**src/tusb_pkg.sv**
```systemverilog
// ----------------------------------------------------------------------------
// tusb_pkg: shared types and codes of the texture unit staleness binder
// Request and result words, controller/datapath command and status groups,
// operation, status and unit-select codes.
// ----------------------------------------------------------------------------
`default_nettype none

package tusb_pkg;

   localparam int NUM_UNITS_DEF = 16;
   localparam int ID_BITS_DEF   = 16;
   localparam int STALE_W       = 32;

   // request types
   localparam logic [2:0] OP_ACQUIRE = 3'd0;
   localparam logic [2:0] OP_BIND    = 3'd1;
   localparam logic [2:0] OP_RELEASE = 3'd2;
   localparam logic [2:0] OP_TICK    = 3'd3;
   localparam logic [2:0] OP_CLEAR   = 3'd4;

   // result status codes
   localparam logic [1:0] ST_OK      = 2'd0;
   localparam logic [1:0] ST_NO_ROOM = 2'd1;
   localparam logic [1:0] ST_UNKNOWN = 2'd2;
   localparam logic [1:0] ST_RANGE   = 2'd3;

   // unit select for commit and result
   localparam logic [1:0] SEL_NONE = 2'd0;
   localparam logic [1:0] SEL_HIT  = 2'd1;
   localparam logic [1:0] SEL_PICK = 2'd2;
   localparam logic [1:0] SEL_REQ  = 2'd3;

   typedef struct packed {
      logic [2:0]  req_type;
      logic [15:0] texture_id;
      logic [3:0]  bind_unit;
      logic        texture_known;
   } tusb_req_type;

   typedef struct packed {
      logic [1:0] status;
      logic [3:0] unit;
      logic       hit;
   } tusb_rsp_type;

   typedef struct packed {
      logic       capture;
      logic       rd_en;
      logic       track;
      logic       unbind;
      logic       tick;
      logic       clear_all;
      logic       wr_bind;
      logic       wr_zero;
      logic       respond;
      logic [1:0] unit_sel;
      logic [1:0] status;
      logic       hit;
   } tusb_cmd_type;

   typedef struct packed {
      logic [2:0] op;
      logic       known;
      logic       range_bad;
      logic       scan_last;
      logic       hit_found;
      logic       best_zero;
   } tusb_sts_type;

endpackage

`default_nettype wire

```
**src/texture_unit_staleness_binder_top.sv**
```systemverilog
// ----------------------------------------------------------------------------
// texture_unit_staleness_binder_top: texture id to unit binder
// Maps texture ids onto units 1..NUM_UNITS-1 with per-unit staleness
// counters; acquire, explicit bind, release, frame tick and clear all.
// ----------------------------------------------------------------------------
//
//   channel   ports                      handshake
//   -------   ------------------------   ---------------------------------
//   request   start, busy, req_word      taken when start=1 and busy=0
//   result    rsp_strobe, rsp_word       one word per request, one cycle
//
// Scan: acquire, bind, release and frame tick scan units 1..NUM_UNITS-1,
// one unit per cycle through the single read port of the owner and
// staleness memories, so busy stays high through decode, scan, drain
// and commit. Bind and release requests rejected in decode, clear all
// and undefined types answer there. The result word strobes in the
// first cycle with busy low; a new word can be taken in that same cycle.
// Reset clears the bound bits and the staleness written bits; an unwritten
// staleness entry reads as one (unit 0 is never scanned).
// The receiver cannot stall: every result is strobed exactly once.
//
`default_nettype none

module texture_unit_staleness_binder_top #(
   parameter int NUM_UNITS = tusb_pkg::NUM_UNITS_DEF,
   parameter int ID_BITS   = tusb_pkg::ID_BITS_DEF
) (
   input  wire logic                   clock,
   input  wire logic                   reset,
   input  wire logic                   start,
   output logic                        busy,
   input  wire tusb_pkg::tusb_req_type req_word,
   output logic                        rsp_strobe,
   output tusb_pkg::tusb_rsp_type      rsp_word
);

   // command and status between the sequencer and the tables
   tusb_pkg::tusb_cmd_type cmd;
   tusb_pkg::tusb_sts_type sts;

   // sequence decode, scan, drain and commit
   tusb_controller u_ctrl (
      .clock (clock),
      .reset (reset),
      .start (start),
      .sts   (sts),
      .cmd   (cmd),
      .busy  (busy)
   );

   // hold the tables, run the scan and register the result word
   tusb_datapath #(
      .NUM_UNITS (NUM_UNITS),
      .ID_BITS   (ID_BITS)
   ) u_dp (
      .clock      (clock),
      .reset      (reset),
      .req_word   (req_word),
      .cmd        (cmd),
      .sts        (sts),
      .rsp_strobe (rsp_strobe),
      .rsp_word   (rsp_word)
   );

endmodule

`default_nettype wire

```
**src/tusb_datapath.sv**
```systemverilog
// ----------------------------------------------------------------------------
// tusb_datapath: unit tables, scan pipeline and result register
// Owner and staleness memories, bound and written bits, the scan address,
// the hit/stalest trackers and the registered result word.
// ----------------------------------------------------------------------------
`default_nettype none

module tusb_datapath #(
   parameter int NUM_UNITS = tusb_pkg::NUM_UNITS_DEF,
   parameter int ID_BITS   = tusb_pkg::ID_BITS_DEF
) (
   input  wire logic                  clock,
   input  wire logic                  reset,
   input  wire tusb_pkg::tusb_req_type req_word,
   input  wire tusb_pkg::tusb_cmd_type cmd,
   output tusb_pkg::tusb_sts_type     sts,
   output logic                       rsp_strobe,
   output tusb_pkg::tusb_rsp_type     rsp_word
);

   localparam int UNIT_W = (NUM_UNITS > 1) ? $clog2(NUM_UNITS) : 1;
   localparam int SW     = tusb_pkg::STALE_W;

   logic [ID_BITS-1:0] owner_mem [NUM_UNITS];
   logic [SW-1:0]      stale_mem [NUM_UNITS];

   tusb_pkg::tusb_req_type req_ff;
   logic [ID_BITS-1:0]     req_id;
   logic [UNIT_W-1:0]      req_unit;

   logic [UNIT_W-1:0]    addr_ff, addr_in;
   logic [UNIT_W-1:0]    addr_d_ff;
   logic                 rd_vld_ff;
   logic [ID_BITS-1:0]   rd_owner_ff;
   logic [SW-1:0]        rd_stale_ff;

   logic [NUM_UNITS-1:0] bound_ff, bound_in;
   logic [NUM_UNITS-1:0] written_ff, written_in;

   logic                 hit_found_ff, hit_found_in;
   logic [UNIT_W-1:0]    hit_unit_ff, hit_unit_in;
   logic [SW-1:0]        best_ff, best_in;
   logic [UNIT_W-1:0]    pick_ff, pick_in;

   logic                 rsp_strobe_ff;
   tusb_pkg::tusb_rsp_type rsp_word_ff;

   logic [SW-1:0]        eff_stale;
   logic [SW-1:0]        stale_inc;
   logic                 match;
   logic [UNIT_W-1:0]    sel_unit;
   logic                 st_wr_en;
   logic [UNIT_W-1:0]    st_wr_addr;
   logic [SW-1:0]        st_wr_data;

   assign req_id   = ID_BITS'(req_ff.texture_id);
   assign req_unit = UNIT_W'(req_ff.bind_unit);

   // unwritten staleness reads as its reset value; the scan never visits unit 0
   assign eff_stale = written_ff[addr_d_ff] ? rd_stale_ff : SW'(1);
   assign stale_inc = (eff_stale == {SW{1'b1}}) ? eff_stale : eff_stale + SW'(1);
   assign match     = rd_vld_ff && bound_ff[addr_d_ff] && (rd_owner_ff == req_id);

   always_comb begin
      case (cmd.unit_sel)
         tusb_pkg::SEL_HIT:  sel_unit = hit_unit_ff;
         tusb_pkg::SEL_PICK: sel_unit = pick_ff;
         tusb_pkg::SEL_REQ:  sel_unit = req_unit;
         default:            sel_unit = '0;
      endcase
   end

   assign st_wr_en   = (rd_vld_ff && cmd.tick) || cmd.wr_zero;
   assign st_wr_addr = cmd.wr_zero ? sel_unit : addr_d_ff;
   assign st_wr_data = cmd.wr_zero ? '0 : stale_inc;

   always_comb begin
      addr_in = addr_ff;
      if (cmd.capture) begin
         addr_in = UNIT_W'(1);
      end else if (cmd.rd_en) begin
         addr_in = addr_ff + UNIT_W'(1);
      end
   end

   always_comb begin
      hit_found_in = hit_found_ff;
      hit_unit_in  = hit_unit_ff;
      best_in      = best_ff;
      pick_in      = pick_ff;
      if (cmd.capture) begin
         hit_found_in = 1'b0;
         hit_unit_in  = '0;
         best_in      = '0;
         pick_in      = '0;
      end else if (rd_vld_ff && cmd.track) begin
         if (match && !hit_found_ff) begin
            hit_found_in = 1'b1;
            hit_unit_in  = addr_d_ff;
         end
         // strict compare keeps the lowest index on a tie
         if (eff_stale > best_ff) begin
            best_in = eff_stale;
            pick_in = addr_d_ff;
         end
      end
   end

   always_comb begin
      bound_in = bound_ff;
      if (cmd.clear_all) begin
         bound_in = '0;
      end
      if (cmd.unbind && match) begin
         bound_in[addr_d_ff] = 1'b0;
      end
      if (cmd.wr_bind) begin
         bound_in[sel_unit] = 1'b1;
      end
   end

   always_comb begin
      written_in = written_ff;
      if (st_wr_en) begin
         written_in[st_wr_addr] = 1'b1;
      end
   end

   always_ff @(posedge clock) begin
      if (reset) begin
         addr_ff       <= '0;
         rd_vld_ff     <= 1'b0;
         bound_ff      <= '0;
         written_ff    <= '0;
         hit_found_ff  <= 1'b0;
         rsp_strobe_ff <= 1'b0;
      end else begin
         addr_ff       <= addr_in;
         rd_vld_ff     <= cmd.rd_en;
         bound_ff      <= bound_in;
         written_ff    <= written_in;
         hit_found_ff  <= hit_found_in;
         rsp_strobe_ff <= cmd.respond;
      end
   end

   always_ff @(posedge clock) begin
      hit_unit_ff <= hit_unit_in;
      best_ff     <= best_in;
      pick_ff     <= pick_in;
      if (cmd.capture) begin
         req_ff <= req_word;
      end
      if (cmd.rd_en) begin
         addr_d_ff <= addr_ff;
      end
      if (cmd.respond) begin
         rsp_word_ff.status <= cmd.status;
         rsp_word_ff.unit   <= 4'(sel_unit);
         rsp_word_ff.hit    <= cmd.hit;
      end
   end

   // owner and staleness memories: one write and one registered read a cycle
   always_ff @(posedge clock) begin
      if (cmd.wr_bind) begin
         owner_mem[sel_unit] <= req_id;
      end
      if (cmd.rd_en) begin
         rd_owner_ff <= owner_mem[addr_ff];
      end
   end

   always_ff @(posedge clock) begin
      if (st_wr_en) begin
         stale_mem[st_wr_addr] <= st_wr_data;
      end
      if (cmd.rd_en) begin
         rd_stale_ff <= stale_mem[addr_ff];
      end
   end

   assign sts.op        = req_ff.req_type;
   assign sts.known     = req_ff.texture_known;
   assign sts.range_bad = (req_ff.bind_unit == 4'd0) ||
                          (32'(req_ff.bind_unit) >= 32'(NUM_UNITS));
   assign sts.scan_last = (addr_ff == UNIT_W'(NUM_UNITS - 1));
   assign sts.hit_found = hit_found_ff;
   assign sts.best_zero = (best_ff == '0);

   assign rsp_strobe = rsp_strobe_ff;
   assign rsp_word   = rsp_word_ff;

`ifndef SYNTHESIS
   a_unit0_free: assert property (@(posedge clock) disable iff (reset)
      !bound_ff[0])
      else $error("unit 0 became bound");
   a_strobe_src: assert property (@(posedge clock) disable iff (reset)
      cmd.respond |=> rsp_strobe_ff)
      else $error("result strobe missing after respond");
   a_hit_ok: assert property (@(posedge clock) disable iff (reset)
      (rsp_strobe_ff && rsp_word_ff.hit) |-> (rsp_word_ff.status == tusb_pkg::ST_OK))
      else $error("hit reported with failing status");
`endif

endmodule

`default_nettype wire

```
**src/tusb_controller.sv**
```systemverilog
// ----------------------------------------------------------------------------
// tusb_controller: request sequencer
// Decodes the captured request, runs the unit scan and issues the commit
// and result commands to the datapath.
// ----------------------------------------------------------------------------
`default_nettype none

module tusb_controller (
   input  wire logic                   clock,
   input  wire logic                   reset,
   input  wire logic                   start,
   input  wire tusb_pkg::tusb_sts_type sts,
   output tusb_pkg::tusb_cmd_type      cmd,
   output logic                        busy
);

   localparam logic [2:0] S_IDLE   = 3'd0;
   localparam logic [2:0] S_DECODE = 3'd1;
   localparam logic [2:0] S_SCAN   = 3'd2;
   localparam logic [2:0] S_DRAIN  = 3'd3;
   localparam logic [2:0] S_COMMIT = 3'd4;

   logic [2:0] state_ff, state_in;

   always_comb begin
      cmd      = '0;
      state_in = state_ff;
      case (state_ff)
         S_IDLE: begin
            if (start) begin
               cmd.capture = 1'b1;
               state_in    = S_DECODE;
            end
         end
         S_DECODE: begin
            case (sts.op)
               tusb_pkg::OP_ACQUIRE, tusb_pkg::OP_TICK: begin
                  state_in = S_SCAN;
               end
               tusb_pkg::OP_BIND: begin
                  if (sts.range_bad) begin
                     cmd.respond = 1'b1;
                     cmd.status  = tusb_pkg::ST_RANGE;
                     state_in    = S_IDLE;
                  end else if (!sts.known) begin
                     cmd.respond = 1'b1;
                     cmd.status  = tusb_pkg::ST_UNKNOWN;
                     state_in    = S_IDLE;
                  end else begin
                     state_in = S_SCAN;
                  end
               end
               tusb_pkg::OP_RELEASE: begin
                  if (!sts.known) begin
                     cmd.respond = 1'b1;
                     cmd.status  = tusb_pkg::ST_UNKNOWN;
                     state_in    = S_IDLE;
                  end else begin
                     state_in = S_SCAN;
                  end
               end
               tusb_pkg::OP_CLEAR: begin
                  cmd.clear_all = 1'b1;
                  cmd.respond   = 1'b1;
                  state_in      = S_IDLE;
               end
               default: begin
                  cmd.respond = 1'b1;
                  state_in    = S_IDLE;
               end
            endcase
         end
         S_SCAN: begin
            cmd.rd_en = 1'b1;
            if (sts.scan_last) begin
               state_in = S_DRAIN;
            end
         end
         S_DRAIN: begin
            state_in = S_COMMIT;
         end
         S_COMMIT: begin
            cmd.respond = 1'b1;
            state_in    = S_IDLE;
            case (sts.op)
               tusb_pkg::OP_ACQUIRE: begin
                  if (sts.hit_found) begin
                     cmd.wr_zero  = 1'b1;
                     cmd.unit_sel = tusb_pkg::SEL_HIT;
                     cmd.hit      = 1'b1;
                  end else if (sts.best_zero) begin
                     cmd.status = tusb_pkg::ST_NO_ROOM;
                  end else if (!sts.known) begin
                     cmd.status = tusb_pkg::ST_UNKNOWN;
                  end else begin
                     cmd.wr_bind  = 1'b1;
                     cmd.wr_zero  = 1'b1;
                     cmd.unit_sel = tusb_pkg::SEL_PICK;
                  end
               end
               tusb_pkg::OP_BIND: begin
                  cmd.wr_bind  = 1'b1;
                  cmd.unit_sel = tusb_pkg::SEL_REQ;
               end
               default: begin
                  cmd.unit_sel = tusb_pkg::SEL_NONE;
               end
            endcase
         end
         default: begin
            state_in = S_IDLE;
         end
      endcase

      // hold the scan mode while reads are issued and the last one drains
      if ((state_ff == S_SCAN) || (state_ff == S_DRAIN)) begin
         cmd.track  = (sts.op == tusb_pkg::OP_ACQUIRE);
         cmd.unbind = (sts.op == tusb_pkg::OP_BIND) || (sts.op == tusb_pkg::OP_RELEASE);
         cmd.tick   = (sts.op == tusb_pkg::OP_TICK);
      end
   end

   always_ff @(posedge clock) begin
      if (reset) begin
         state_ff <= S_IDLE;
      end else begin
         state_ff <= state_in;
      end
   end

   assign busy = (state_ff != S_IDLE);

`ifndef SYNTHESIS
   a_start_decode: assert property (@(posedge clock) disable iff (reset)
      (start && !busy) |=> (state_ff == S_DECODE))
      else $error("accepted word did not reach decode");
   a_respond_idle: assert property (@(posedge clock) disable iff (reset)
      cmd.respond |=> !busy)
      else $error("controller still busy after result");
   a_scan_hold: assert property (@(posedge clock) disable iff (reset)
      ((state_ff == S_SCAN) && !sts.scan_last) |=> (state_ff == S_SCAN))
      else $error("scan left early");
`endif

endmodule

`default_nettype wire
```
**config.mk**
```make
export PLATFORM = sky130hd
export DESIGN_NAME = texture_unit_staleness_binder_top
export DESIGN_NICKNAME = d
export VERILOG_FILES = /design/src/tusb_pkg.sv /design/src/texture_unit_staleness_binder_top.sv /design/src/tusb_datapath.sv /design/src/tusb_controller.sv
export SDC_FILE = /design/constraint.sdc
export NUM_CORES = 1
export LEC_CHECK = 0
export ABC_AREA = 1
export BUFFER_PORTS_ARGS = -buffer_cell sky130_fd_sc_hd__buf_4
export CORE_ASPECT_RATIO = 1.2
export CORE_MARGIN = 2
export CORE_UTILIZATION = 55
export CTS_CLUSTER_DIAMETER = 150
export DETAILED_ROUTE_END_ITERATION = 6
export MAX_ROUTING_LAYER = met4
export PLACE_DENSITY = 0.8
export SLEW_MARGIN = 20
export SYNTH_ARGS = -nofsm -noshare
export SYNTH_HDL_FRONTEND = slang
export SYNTH_SLANG_ARGS = --single-unit
export TNS_END_PERCENT = 20
```
**constraint.sdc**
```tcl
create_clock -name clock -period 5.4 [get_ports clock]
set_clock_uncertainty 0.05 [all_clocks]
set_input_delay 1.08 -clock clock [delete_from_list [all_inputs] [get_ports clock]]
set_output_delay 1.08 -clock clock [all_outputs]
set_load 0.03 [all_outputs]
```
-- Yosys cells after proc, flatten, opt, wreduce, memory -nomap -nowiden
Memory sizes are Yosys's and may differ from the RTL's. A register that Yosys moved wholly into a read port is not among the register bits.
Cells that the tools add are included.
- flip-flop bits (word level): 117
- memory bits (writable): 768
- output and inout bits: 9
- memories kept: 2
- memories (memory ; depth ; width ; rd ports ; clocked after memory_dff ; wr ports ; line ; source):
    u_dp.stale_mem ; 16 ; 32 ; 1 ; 1 ; 1 ; tusb_datapath.sv:25 ; logic [SW-1:0] stale_mem [NUM_UNITS];
    u_dp.owner_mem ; 16 ; 16 ; 1 ; 1 ; 1 ; tusb_datapath.sv:24 ; logic [ID_BITS-1:0] owner_mem [NUM_UNITS];
- $add $sub $neg: 2
- magnitude comparators: 7
- eq/ne operators: 16
- muxes and demuxes: 60
- bitwise logic cells: 4
- reductions and logical operators: 25
- operators by type and width (operator ; count):
    $mux W32 ; 3
    $mux W16 ; 3
    $add A32 B1 Y32 const B ; 1
    $eq A32 B32 Y1 const B ; 1
    $gt A32 B32 Y1 ; 1
    $logic_not A32 Y1 ; 1
    $or A16 B16 Y16 ; 2
    $mux W2 ; 12
    $mux W1 ; 22
    $and A16 B16 Y16 ; 1
    $eq A16 B16 Y1 ; 1
    $not A16 Y16 ; 1
    $lt A4 B5 Y1 const B ; 3
    $mux W3 ; 5
    $demux W1 S4 ; 3
    $eq A3 B2 Y1 const B ; 4
    $ge A4 B1 Y1 const B ; 3
    $pmux W2 S2 ; 3
    $pmux W3 S4 ; 1
    $pmux W4 S3 ; 1
    $logic_and A1 B1 Y1 ; 9
    $pmux W3 S3 ; 1
    $bmux W1 S4 ; 2
    $reduce_and A2 Y1 ; 4
    17 further kinds ; 26

-- Logic depth before layout (Yosys ltp)
- word-level depth: 13
- mapped depth: 26
- depth with buffers taken out: 23

-- Modules after synthesis
A second synthesis with hierarchy kept.
- cells, all modules: 3222
- area total of the unflattened synthesis: 38371.8 um^2
- by module, submodules not included (module ; instances ; cells an instance ; area an instance (um^2) ; seq. area each (um^2)):
    tusb_datapath ; 1 ; 3165 ; 38032.7 ; 27136.0
    tusb_controller ; 1 ; 57 ; 339.1 ; 60.1

-- Worst setup path after synthesis
Ideal clock, no wire load.
- path type: register -> register
- start point: register u_ctrl.state_ff[2]
- end point: register u_dp.addr_ff[3]
- setup time: 0.126 ns
- arrival: 3.657 ns
- setup slack: 1.567 ns
- stages on the path, launching flop included: 7
- period minus slack after synthesis: 3.833 ns
- cells stage by stage: dfxtp_1 nor2_1 inv_1 nor2_1 inv_1 o21ai_0 a21oi_1
- RTL lines (element ; line ; source):
    from (decl) ; tusb_controller.sv:23 ; logic [2:0] state_ff, state_in;
    from (signal assigned) ; tusb_controller.sv:127 ; state_ff <= state_in;
    to (signal assigned) ; tusb_datapath.sv:138 ; addr_ff <= addr_in;
    to (decl) ; tusb_datapath.sv:31 ; logic [UNIT_W-1:0] addr_ff, addr_in;

-- Worst setup path after layout
- start point: register u_dp.addr_d_ff[0]
- end point: memory u_dp.stale_mem[11][0] (netlist bit), data pin
- longest elaborated chain between the ends: 6
- elaborated cells between the ends (all ways): 7
- classes of those cells: 1 x add/sub; 1 x eq/ne; 5 x mux
- ends and longest elaborated chain (element ; line ; source):
    from (decl) ; tusb_datapath.sv:32 ; logic [UNIT_W-1:0] addr_d_ff;
    from (signal assigned) ; tusb_datapath.sv:155 ; addr_d_ff <= addr_ff;
    $bmux W1 S4 ; tusb_datapath.sv:60 ; assign eff_stale = written_ff[addr_d_ff] ? rd_stale_ff : SW'(1);
    $mux W1 (implied by the code) ; tusb_datapath.sv:60 ;
    $mux W32 ; tusb_datapath.sv:60 ;
    named net u_dp.eff_stale[1] ; tusb_datapath.sv:48 ; logic [SW-1:0] eff_stale;
    $eq A32 B32 Y1 ; tusb_datapath.sv:61 ; assign stale_inc = (eff_stale == {SW{1'b1}}) ? eff_stale : eff_stale + SW'(1);
    $mux W32 ; tusb_datapath.sv:61 ;
    $mux W32 ; tusb_datapath.sv:75 ; assign st_wr_data = cmd.wr_zero ? '0 : stale_inc;
    named net u_dp.st_wr_data[0] ; tusb_datapath.sv:54 ; logic [SW-1:0] st_wr_data;
    to (decl) ; tusb_datapath.sv:25 ;
The timed path passes the listed nets, and every way through them passes these cells. The select of a mux whose other input is x is not followed.

==> results.txt <==
Count of final hold-check violations - 0
Top_reg_cell synth - edfxtp_1
Routed length per instance - 22.8 µm
Crit Path Class - flop to flop
Fin area - 43400 µm²
Worst R2R End - u_dp.stale_mem[11][0]$_DFFE_PP_
Most frequent cells in the layout - edfxtp_1, nor2_1, nand2_1, o21ai_0, inv_1
Max Cap Viol - 0
Final ANT Viol Nets - 0
Worst hold path class - flop to flop
GRT Total Usage - 0.271
Count of cell types in the netlist - 45
Share of layout cells above drive strength 1 - 0.0926
Sequential share of the synthesized area - 0.697
Area post-placement - 40400 µm²
Post-synthesis sequential element count - 933
RSZ-0062 raised after global routing - no
Synth-to-Final Area Change - 11.3%
Routed WL - 97.0 mm
Core box area - 69900 µm²
Clock Sinks - 933
Vias in the first global route - 25.1k
Fin. max-slew vios - 0
Async SR Flop Fraction - 0
IO Count - 36
Most common cell after layout, fill and taps aside - edfxtp_1
Drt initial violations - 3315
Row count - 106
DRC viols - 0
Worst-path clk slew - 0.06 ns
Worst Path Required - 5.67 ns
Initial core utilization - 0.558
Initial antenna violation count - 0
Worst vdd ir - 0.314 mV
Largest net degree at the start of global routing - 193
Critical Path Sink - u_dp.stale_mem[11][0]$_DFFE_PP_
Die width - 247 µm
Slowest CP cell - nor2_1
Nets - 3334
Longest Clk Path Bufs - 3
Final Cycle Share - 0.825
Drt via density - 6.12
Reg-to-reg startpoint - u_dp.addr_d_ff[0]$_DFFE_PP_
Total gr overflow - 0
CP endpoint kind - flop
Synthesis Warnings - 0
Fmax - 224 MHz
First-pass GRT wire length - 145 mm
CP most frequent cell - nand2_1
Worst reg-to-reg path cell count - 20
Reg2reg setup slack - 0.95 ns
Final min period - 4.45 ns
Post-CTS setup buffer count - 0
DR vias - 26.1k
Root buf cell - clkbuf_16
Leak Pwr - 14.2 nW
Cell Area, Synth - 39000 µm²
Number of flops mapped to enable cells by yosys - 851
DR pass1 iterations - 6
CTS buffer count - 88
Final setup viols - 0
Critical-path cell list - inv_2 -> nand2_1 -> nand2_1 -> nand2_1 -> nand2_1 -> nand2_1 -> nand2_4 -> nor2_8 -> buf_4 -> nor2_1 -> ha_1 -> nand2_1 -> nand3b_2 -> nor2_4 -> nand2_2 -> nor2_4 -> nand3_2 -> nand2_1 -> nand2_1 -> nor2_1
Die height - 296 µm
Worst Setup SP - u_dp.addr_d_ff[0]$_DFFE_PP_
CP arrival - 4.72 ns
Critical path fanouts, max - 24
Worst slew pin tran - 1.10 ns
RePlAce Congestion - 0.974
Mapped Nets - 3328
Hold Buf Count CTS - 0
Post-cts resize count - 0
Crit path largest cell delay - 0.71 ns
Worst Setup Start Kind - flop
Die ar. - 73100 µm²
H-tree levels - 3
Setup TNS Final - 0 ns
Mean Syn Cell Area - 11.9 µm²
Outcome - finished clean
# diodes - 0
Slew margin rel. - 0.264
Port bufs - 35
Syn Inst Count - 3267
CTS tree - done
Post-detail-place hpwl - 54.5 mm
PD cells - 344 nW/µm²
Clk_lat worst skew - 0.67 ns
sequential cells by signal, summed over array words and instances (netlist names), 7 cells and up:
register / flops
u_dp.stale_mem: 512
u_dp.owner_mem: 256
u_dp.best_ff: 32
u_dp.rd_stale_ff: 32
u_dp.bound_ff: 16
u_dp.rd_owner_ff: 16
u_dp.req_id: 16
u_dp.written_ff: 16
u_dp.rsp_word: 7
through the flow:
| step | power (W) | util | instances | worst slack, ns | hold WS (ns) |
|---|---|---|---|---|---|
| after floorplan | 0.00856 | - | 3267 | 1.57 | 0.380 |
| after global placement | 0.00875 | 0.579 | 4101 | 1.22 | 0.398 |
| after detailed placement | 0.00876 | 0.579 | 4101 | 1.07 | 0.411 |
| after CTS | 0.0150 | 0.621 | 4264 | 1.02 | 0.420 |
| after global routing | 0.0153 | 0.621 | 4264 | 0.576 | 0.444 |
| final | 0.0149 | 0.621 | 4264 | 0.945 | 0.421 |
per-layer routing:
| metal | track usage | share of wire | vias up | routed length (µm) |
|---|---|---|---|---|
| li1 | - | - | 11800 | - |
| met1 | 0.333 | 0.37 | 12600 | 36300 |
| met2 | 0.444 | 0.50 | 1413 | 48100 |
| met3 | 0.0381 | 0.083 | 310 | 8030 |
| met4 | 0.132 | 0.048 | 0 | 4620 |
| met5 | - | 0 | - | 0 |
synth_stat cells, types with 6 or more instances:
master / n / area, µm²
a31oi_1: 9 / 56.3
nor2_4: 11 / 124
nand4_1: 15 / 93.8
nand3_1: 147 / 736
nor2_1: 628 / 2360
o211ai_1: 19 / 143
edfxtp_1: 851 / 25600
buf_2: 18 / 90.1
inv_2: 8 / 30.0
o22ai_1: 11 / 68.8
xor2_1: 12 / 105
clkbuf_1: 136 / 510
mux2i_1: 82 / 821
nand2_1: 389 / 1460
buf_1: 13 / 48.8
inv_1: 201 / 754
ha_1: 34 / 425
o221ai_1: 83 / 727
o32ai_1: 111 / 972
nand2_2: 6 / 37.5
nor2_2: 12 / 75.1
nand3_2: 14 / 140
dfxtp_1: 82 / 1640
nor3_1: 19 / 95.1
o21ai_0: 243 / 1220
a21oi_1: 73 / 365
area by class of cell:
class	instances	area (µm²)
Fill cell	5036	26500
Sequential cell	933	27200
Clock buffer	106	2310
Inverter	214	811
Clock inverter	57	667
Multi-Input combinational cell	1947	10400
Timing Repair Buffer	89	868
Tap cell	918	1150
cells by family (layout without fill, tap and decap cells):
kind of cell / Yosys count / in the layout / synth area share
AO/OA/AOI/OAI: 559 / 559 / 0.0928
XOR/XNOR: 13 / 13 / 0.00292
adder cells (fa/ha/maj): 34 / 34 / 0.0109
multiplexers: 82 / 82 / 0.0210
AND/OR/NAND/NOR: 1259 / 1259 / 0.136
buffers and inverters: 387 / 466 / 0.0391
flip-flops: 933 / 933 / 0.697
worst min path at each step:
stage                                      from                               end  slack [ns]  depth (start not counted)
6_report          u_dp.best_ff[25]$_SDFFE_PP0P_     u_dp.best_ff[25]$_SDFFE_PP0P_        0.42                          2
2_1_floorplan  u_dp.written_ff[10]$_SDFFE_PP0N_  u_dp.written_ff[10]$_SDFFE_PP0N_        0.38                          2
3_5_place_dp    u_dp.written_ff[2]$_SDFFE_PP0N_   u_dp.written_ff[2]$_SDFFE_PP0N_        0.41                          2
3_3_place_gp    u_dp.written_ff[2]$_SDFFE_PP0N_   u_dp.written_ff[2]$_SDFFE_PP0N_        0.40                          2
5_1_grt           u_dp.best_ff[26]$_SDFFE_PP0P_     u_dp.best_ff[26]$_SDFFE_PP0P_        0.44                          2
4_1_cts         u_dp.written_ff[2]$_SDFFE_PP0N_   u_dp.written_ff[2]$_SDFFE_PP0N_        0.42                          2
power breakdown:
group	total, W	switching, W	internal (W)
clock network	0.00630	0.00273	0.00357
logic	0.000646	0.000448	0.000197
registers	0.00798	0.000101	0.00788
total	0.0149	0.00328	0.0117
critical path, delay by kind of cell (launching register included):
family                     cells  cell delay, ns
buffers and inverters          2            0.50
adders and majority gates      1            0.30
DFF                            1            0.60
and+or+nand+nor               17            2.66
(Power assumes the default switching activity.)
